===== config.mk =====
export PLATFORM = sky130hd
export DESIGN_NAME = puc_queue
export DESIGN_NICKNAME = d
export VERILOG_FILES = /design/src/design/puc_pkg.sv /design/src/design/puc_queue.sv
export SDC_FILE = /design/constraint.sdc
export NUM_CORES = 1
export LEC_CHECK = 0
export ABC_AREA = 1
export BUFFER_PORTS_ARGS = -buffer_cell sky130_fd_sc_hd__buf_2
export CORE_MARGIN = 2
export CORE_UTILIZATION = 35
export DETAILED_ROUTE_END_ITERATION = 10
export GPL_ROUTABILITY_DRIVEN = 1
export SETUP_SLACK_MARGIN = 0.05
export SKIP_CTS_REPAIR_TIMING = 1
export SYNTH_ARGS = -nofsm -noshare
export SYNTH_HDL_FRONTEND = slang
export SYNTH_SLANG_ARGS = --single-unit
export TNS_END_PERCENT = 20

===== constraint.sdc =====
create_clock -name clk -period 2.63 [get_ports clk]
set_input_delay 0.1315 -clock clk [delete_from_list [all_inputs] [get_ports clk]]
set_output_delay 0.1315 -clock clk [all_outputs]
set_load 0.02 [all_outputs]

===== src/design/puc_pkg.sv =====
// Shared types and constants of the pixel replication upscaler.
`default_nettype none

package puc_pkg;

    // Default line buffer depth in pixels
    localparam int MAX_WIDTH_DEFAULT = 1024;

    // Largest effective scale factor
    localparam logic [6:0] SCALE_MAX = 7'd100;

    // Result queue between the front and back parts
    localparam int QUEUE_DEPTH = 4;
    localparam int QUEUE_AW    = $clog2(QUEUE_DEPTH);
    localparam int QUEUE_CW    = $clog2(QUEUE_DEPTH + 1);

    // Input operation codes
    localparam logic OP_PIXEL = 1'b0;
    localparam logic OP_TICK  = 1'b1;

    // Configuration register indexes
    localparam logic CFG_SCALE_FACTOR = 1'b0;
    localparam logic CFG_SOURCE_WIDTH = 1'b1;

    // One emitted run
    typedef struct packed {
        logic [7:0] blue;
        logic [7:0] green;
        logic [7:0] red;
        logic [6:0] repeat_count;
        logic [1:0] pad_bytes;
        logic       row_end;
        logic       rejected;
    } result_t;

endpackage

`default_nettype wire


===== src/design/puc_queue.sv =====
// Back part: result queue that presents runs on the output channel.
`default_nettype none

module puc_queue
    import puc_pkg::*;
(
    input  wire logic                clk,
    input  wire logic                rst_n,
    input  wire logic                push,
    input  result_t                  push_data,
    output logic [QUEUE_CW-1:0]      q_count,
    output logic                     out_valid,
    input  wire logic                out_stall,
    output result_t                  head
);

    result_t               entries_reg [QUEUE_DEPTH];
    logic [QUEUE_AW-1:0]   wr_ptr_reg, wr_ptr_next;
    logic [QUEUE_AW-1:0]   rd_ptr_reg, rd_ptr_next;
    logic [QUEUE_CW-1:0]   count_reg, count_next;
    logic                  pop;

    assign out_valid = (count_reg != '0);
    assign pop       = out_valid && !out_stall;
    assign head      = entries_reg[rd_ptr_reg];
    assign q_count   = count_reg;

    // Advance pointers and fill count
    always_comb
    begin
        wr_ptr_next = push ? wr_ptr_reg + QUEUE_AW'(1) : wr_ptr_reg;
        rd_ptr_next = pop ? rd_ptr_reg + QUEUE_AW'(1) : rd_ptr_reg;
        count_next  = count_reg + QUEUE_CW'(push) - QUEUE_CW'(pop);
    end

    always_ff @(posedge clk or negedge rst_n)
    begin
        if (!rst_n)
        begin
            wr_ptr_reg <= '0;
            rd_ptr_reg <= '0;
            count_reg  <= '0;
        end
        else
        begin
            wr_ptr_reg <= wr_ptr_next;
            rd_ptr_reg <= rd_ptr_next;
            count_reg  <= count_next;
        end
    end

    // Store the pushed result
    always_ff @(posedge clk)
    begin
        if (push)
        begin
            entries_reg[wr_ptr_reg] <= push_data;
        end
    end

endmodule

`default_nettype wire


Word level (Yosys, flattened, before mapping)
Memory sizes are Yosys's and may differ from the RTL's. Cells that the tools add are included.

Shifts and indexed selects: 0. $mul: 0. Equality and inequality tests: 0. $add $sub $neg: 4. Div/mod/pow operators: 0. Bitwise logic cells: 0. Reductions and logical operators: 3. Muxes and demuxes: 2. $lt $le $gt $ge: 0.

Operator list (count): adder 2 x 1 -> 2 bit (second input constant) (2); adder 3 x 1 -> 3 bit (1); nonzero test 3 bit (1); subtractor 3 x 1 -> 3 bit (1); 2-to-1 mux 1 bit (2); logical AND 1 bit (1); zero test 1 bit (1).

Memories: 1. Logic and storage cells: 13. Bits in registers: 7. Bits in latches: 0. Memory bits (read-only): 0. Memory bits (writable): 140. Input bits: 39.

Memories: entries_reg (depth 4, width 35, read ports 1, clocked after memory_dff 0, write ports 1, RTL line puc_queue.sv:17) `result_t entries_reg [QUEUE_DEPTH];`.

Longest topological paths before layout
Gate-level depths: netlist of the first run.

Depth in word-level cells: 3. Depth in mapped cells: 11. Gate-level depth less buffers: 11.

Worst setup path before layout of the first run
No wires, ideal clock.

Kind: reg2reg. Start: reg count_reg[1], in the netlist q_count[1]. End: reg count_reg[2], in the netlist q_count[2]. Library setup time: 117 ps. Slack: 460 ps. Data arrival time: 2053 ps. Required time: 2513 ps. Cell stages (with the launch flop): 12. Path through: dfrtp_1 nor2_1 nand2_1 nand2_1 inv_1 ha_1 inv_1 ha_1 fa_1 xor2_1 nand2_1 nand2_1.

Cells in the longest elaborated chain, start to end: 3. Elaborated cells between the ends (all ways): 4.

Ends and longest elaborated chain: start: declaration (RTL line puc_queue.sv:20) `logic [QUEUE_CW-1:0] count_reg, count_next;`; start signal: assignment (RTL line puc_queue.sv:48) `count_reg <= count_next;`; nonzero test 3 bit (RTL line puc_queue.sv:23) `assign out_valid = (count_reg != '0);`; via out_valid (RTL line puc_queue.sv:12) `output logic out_valid,`; logical AND 1 bit (RTL line puc_queue.sv:24) `assign pop = out_valid && !out_stall;`; via pop (RTL line puc_queue.sv:21) `logic pop;`; subtractor 3 x 1 -> 3 bit (RTL line puc_queue.sv:33) `count_next = count_reg + QUEUE_CW'(push) - QUEUE_CW'(pop);`; via count_next[2] (RTL line puc_queue.sv:20).

The timed path passes the listed nets, and every way through them passes these cells. A chain may end at the register's enable or synchronous reset.

==> reports/qor.txt, run 1 <==
Slew HR -> 0.594
P&R area growth vs syn -> 26.7%
Cell Area, Synth -> 5920 um^2
clk root buf -> clkbuf_16
Initial Utilization -> 0.357
status -> finished, final reports clean
Tcrit/Tclk final -> 0.828
layout cell share with drive strength beyond 1 -> 0.190
initial antenna violation count -> 0
Starting DRT DRC Count -> 174
setup total negative slack -> 0 ns
final wirelength -> 11600 um
largest net degree at the start of global routing -> 53
Chip Width -> 134 um
met1 layer usage reported by global route -> 0.153
Async S/R FF share, synth -> 0.0476
Rows -> 47
worst endpoint data arrival time -> 2.05 ns
CP bufs+invs -> 2
Core Region -> 16600 um^2
Cells after Synth -> 495
# DRC -> 0
routed length per placed instance -> 13.8 um
CP Capture Type -> primary output
CP Cell Sequence -> buf_4 -> nor2_1 -> nor2_1 -> o21ai_0 -> nand2_1 -> buf_2
CP Class -> reg -> out
DR pass1 iterations -> 4
gr busiest metal -> met2
Pins Over Slew Limit -> 0
Die ar. -> 18000 um^2
# diodes -> 0
# nets final -> 658
Synth top cells by count -> edfxtp_1 (140), nand2_1 (120), nor2_1 (72)
max-cap violations -> 0
crit path time final -> 2.18 ns
Synth area leaders -> edfxtp_1 (71%), nand2_1 (7.6%), nor2_1 (4.6%), o21ai_1 (3.5%), inv_1 (3.0%)
Tot GR Track Use -> 0.135
synthesis-stage register bit count -> 147
syn avg cell area -> 12.0 um^2
Yosys top cell area share -> 0.710
Tightest Pin Transition -> 0.609 ns
Post-synth EDFFs -> 140
Max FO, Critical Path -> 52
Pleak -> 0.00306 uW
peak supply drop -> 0.581 mV
area leader, netlist -> edfxtp_1
num ports -> 78
r2r setup slk -> 0.53 ns
placed wire-length estimate -> 7090 um
Yosys cell types -> 17
number of port buffers -> 77
Layout Utilization -> 0.452
hold path depth -> 2
Clock Pin Slew Worst Setup and Hold Paths -> 0.05 ns
Critical Path Source -> rd_ptr_reg[0]
maximum clock insertion buffer count -> 2
Final setup viols -> 0
met2 usage -> 0.239
via/cell ratio -> 4.42
H-tree lvl count -> 4
first-pass GRT wire length -> 18100 um
worst endpoint required time -> 2.50 ns
max reg flops -> 140
max incr delay on CP -> 0.56 ns
reg-to-reg critical path startpoint -> q_count[1]
clock tree sinks -> 147
post-route ant nets -> 0
Fmax -> 459 MHz
met3 Usage GRT -> 0.0393
Most used DFF post-synth -> edfxtp_1
path type of the worst min-delay path -> in -> reg
CP max-delay cell -> dfrtp_4
vias in the first global route -> 3606
Hold Path Sink -> wr_ptr_reg[0]
Syn Nets -> 541
TritonCTS clock tree -> done
die height -> 134 um
Top delay family on crit path -> buffers and inverters
reg2reg end -> q_count[2]
Top cell by count, worst path -> nor2_1
sequential share of the synthesized area -> 0.740
via count -> 3737
Skew-Pair Late Insertion Delay -> 0.41 ns
total CTS buffers -> 17
Congestion Overflow GR -> 0
count leader, synth -> edfxtp_1
RSZ-0062 raised after global routing -> false
GPL Wtd Cong -> 0.734
worst reg2reg path depth -> 11
hold_sp -> push
clk_skew -> 0.00731 ns
synth warn -> 0
CP Launch Type -> register
Cell Pwr Density -> 1150 nW/um^2
Hold Violations, Final -> 0
layer usage:
layer	routed length, um	share of wire	vias up
met5	0	0	-
met4	131	0.011	0
met3	379	0.033	10
met2	6050	0.52	65
met1	5090	0.44	1777
li1	-	-	1885
report_power, final:
group,total (uW),leakage (uW),internal (uW),switching [uW]
clock,2340,0.000274,1480,859
combinational,3040,0.00141,958,2080
sequential,3250,0.00137,3080,170
total,8630,0.00306,5520,3110
metrics by stage:
step / power (uW) / worst slack [ns] / area, um^2 / hold slack, ns / std cells
floorplan: 5370 / 0.460 / 5920 / -0.164 / 495
global placement: 6270 / 0.643 / 6560 / -0.0221 / 777
detailed placement: 6360 / 0.565 / 6560 / -0.0261 / 777
CTS: 8710 / 0.421 / 7140 / -0.470 / 809
global route: 9170 / 0.234 / 7500 / 0.0169 / 845
finish: 8630 / 0.452 / 7500 / 0.0160 / 845
area by class of cell:
type	instances	area, um^2
inverters	50	190
multi-input cells	275	1210
flip-flops and latches	147	4380
clock buffers	21	440
clock inverters	11	136
well taps	220	275
fillers	1516	9080
repair buffers	121	868
worst max path at each step:
stage                 end  cells past startpoint
6_report         head[34]                      6
4_1_cts          head[34]                      6
3_3_place_gp   q_count[2]                     11
3_5_place_dp   q_count[2]                     11
2_1_floorplan  q_count[2]                     11
5_1_grt          head[14]                      6
cell families after synthesis:
group / count (synthesis) / share of synthesized area
adders and majority gates: 7 / 0.0161
buffers and inverters: 73 / 0.0562
xor gates and xnor gates: 3 / 0.00444
and+or+nand+nor: 194 / 0.123
AOI/OAI and AO/OA: 71 / 0.0600
DFF: 147 / 0.740
placed cells by master (no fill, tap or decap), types with 2 or more instances in the layout:
| master | count |
|---|---|
| bufinv_16 | 3 |
| o21ai_0 | 30 |
| inv_1 | 44 |
| clkinv_2 | 4 |
| xor2_1 | 2 |
| ha_1 | 6 |
| clkbuf_16 | 17 |
| dfrtp_1 | 6 |
| edfxtp_1 | 140 |
| clkinvlp_4 | 3 |
| buf_4 | 3 |
| clkbuf_1 | 4 |
| buf_12 | 5 |
| nand3_1 | 2 |
| o21ai_1 | 41 |
| dlygate4sd3_1 | 36 |
| nor2_1 | 72 |
| buf_2 | 77 |
| inv_2 | 5 |
| nand2_1 | 120 |
Note: power is estimated with default switching activity, not from simulation.
==> run 2: changes to the inputs <==
Clock period 2.63 ns to 1.9 ns, I/O delays scaled along.
==> run 2 against run 1 <==
  * The flow now finishes with violations (negative setup slack)
  * Combinational power up 79%
  * Sequential share of layout area down 3.5 points
  * Via count up 5.6%
  * Worst hold slack worse by 0.0031 ns
  * Die area unchanged
  * Register-to-register slack worse by 0.54 ns
  * Largest cell class unchanged
==> reports/qor.txt, run 2 (synthesis gave the netlist of run 1 again) <==
Congestion Overflow GR -> 0 (unchanged)
Post-Layout Cell Count -> 866 (+2.5%)
setup total negative slack -> -0.0136 ns (-0.0136 ns)
max-cap violations -> 0 (unchanged)
placed cell count -> 784 (+0.90%)
routed length per placed instance -> 15.4 um (+12%)
status -> complete, but fails checks
final wirelength -> 13400 um (+15%)
Tcrit/Tclk final -> 1.01
Initial Utilization -> 0.357 (unchanged)
path type of the worst min-delay path -> in -> reg
placed wire-length estimate -> 6840 um (-3.6%)
Die ar. -> 18000 um^2 (unchanged)
fin worst setup slack -> -0.0136 ns (-0.465 ns)
clock tree sinks -> 147 (unchanged)
Final setup viols -> 1 (+1)
failing checks -> negative setup slack
clk root buf -> clkbuf_16
Cell Pwr Density -> 1670 nW/um^2 (+45%)
Fillers -> 1478 (-2.5%)
clk_skew -> 0.00540 ns (-0.00191 ns)
vias in the first global route -> 3623 (+0.47%)
Tightest Pin Transition -> 0.389 ns (-0.220 ns)
Core Region -> 16600 um^2 (unchanged)
Hold Violations, Final -> 0 (unchanged)
CP Launch Type -> register
# diodes -> 0 (unchanged)
Skew-Pair Late Insertion Delay -> 0.42 ns (about the same)
via count -> 3948 (+5.6%)
first-pass GRT wire length -> 18100 um (+0.23%)
Register Area -> 4380 um^2 (about the same)
num ports -> 78 (unchanged)
DR pass1 iterations -> 4 (unchanged)
Layout Utilization -> 0.481 (+0.0287)
crit path time final -> 1.91 ns
layout cell share with drive strength beyond 1 -> 0.254 (+0.0635)
Chip Width -> 134 um (unchanged)
RSZ-0062 raised after global routing -> true
number of port buffers -> 77 (unchanged)
Tot GR Track Use -> 0.135 (+0.000545)
die height -> 134 um (unchanged)
initial antenna violation count -> 0 (unchanged)
# nets final -> 679 (+3.2%)
area of the multi-input gates -> 1300 um^2 (+7.4%)
Starting DRT DRC Count -> 245 (+41%)
TritonCTS clock tree -> done
P&R area growth vs syn -> 34.8%
H-tree lvl count -> 4 (unchanged)
Fmax -> 523 MHz
Max FO, Critical Path -> 3 (-94%)
pre-CTS setup slack -> 0.000946 ns (-0.564 ns)
GPL Wtd Cong -> 0.756 (+3.0%)
peak supply drop -> 0.946 mV (+63%)
CP Capture Type -> register
via/cell ratio -> 4.56 (+3.1%)
Final Total Pwr -> 13400 uW (+55%)
Slew HR -> 0.741 (+0.147)
Clock Pin Slew Worst Setup and Hold Paths -> 0.06 ns (about the same)
total CTS buffers -> 17 (unchanged)
worst endpoint required time -> 2.21 ns (-0.29 ns)
largest net degree at the start of global routing -> 58 (+9.4%)
maximum clock insertion buffer count -> 2 (unchanged)
CP Class -> reg -> reg
Rows -> 47 (unchanged)
Pleak -> 0.00326 uW (+6.7%)
most frequent cells in the layout -> edfxtp_1 (140), nand2_1 (117), buf_2 (65)
Pins Over Slew Limit -> 0 (unchanged)
worst endpoint data arrival time -> 2.23 ns (+0.18 ns)
most common cell after layout, fill and taps aside -> edfxtp_1
post-route ant nets -> 0 (unchanged)
# DRC -> 0 (unchanged)
max reg flops -> 140 (unchanged)
## run 2: changes by cell type in the layout (fill, tap and decap cells not counted), moves of 4 or more
cell	change
buf_4	+18
buf_2	-12
nor2_1	-11
nor2_2	+9
buf_6	+8
clkbuf_16	+6
clkbuf_1	-4
## run 2: area by class of cell
| class | instances | area share |
|---|---|---|
| clock buffer | 17 | 0.0533 |
| clock inverter | 15 | 0.0237 |
| inverter | 50 | 0.0256 |
| multi-input combinational | 275 | 0.162 |
| sequential | 147 | 0.550 |
| tap | 220 | 0.0345 |
| timing repair buffer | 142 | 0.151 |
## run 2: critical path: stages, from the launching register on
cell and delay (ns):
dfrtp_1 0.41, nor2_2 0.13, nand2_2 0.06, nand2_2 0.07
inv_2 0.05, ha_4 0.25, inv_2 0.04, ha_4 0.15
fa_2 0.37, xor2_1 0.17, nand2_1 0.06, nand2_1 0.05
## run 2: final timing paths
kind                                     from            end  slack, ns  cells past startpoint
worst max register to register     q_count[0]     q_count[2]      -0.01                     11
worst max-delay path               q_count[0]     q_count[2]      -0.01                     11
worst min register to register  rd_ptr_reg[1]  rd_ptr_reg[1]       0.49                      2
min in group asynchronous               rst_n     q_count[1]       0.04                      2
max in group asynchronous               rst_n  rd_ptr_reg[0]       1.67                      2
worst min-delay path                     push  wr_ptr_reg[1]       0.01                      2
## run 2: where the power goes
part / leakage (uW) / internal, uW / switching [uW] / total (uW)
clock: 0.000296 / 2180 / 1250 / 3440
sequential: 0.00137 / 4260 / 196 / 4460
combinational: 0.00160 / 2090 / 3360 / 5450
## run 2: metrics by stage
stage               area (um^2)  hold WS [ns]
floorplan                  5930        -0.201
global placement           6590       -0.0611
detailed placement         6590       -0.0512
CTS                        7200        -0.513
global route               7980        0.0116
finish                     7980        0.0129
## run 2: layer usage
layer  wire [um]  up-vias  global-route usage  share of wire
li1            -     1925                   -              -
met1        5820     1918               0.152           0.44
met2        6750       88               0.237           0.51
met3         550       17              0.0423          0.041
met4         229        0              0.0585          0.017
met5           0        -                   0              0
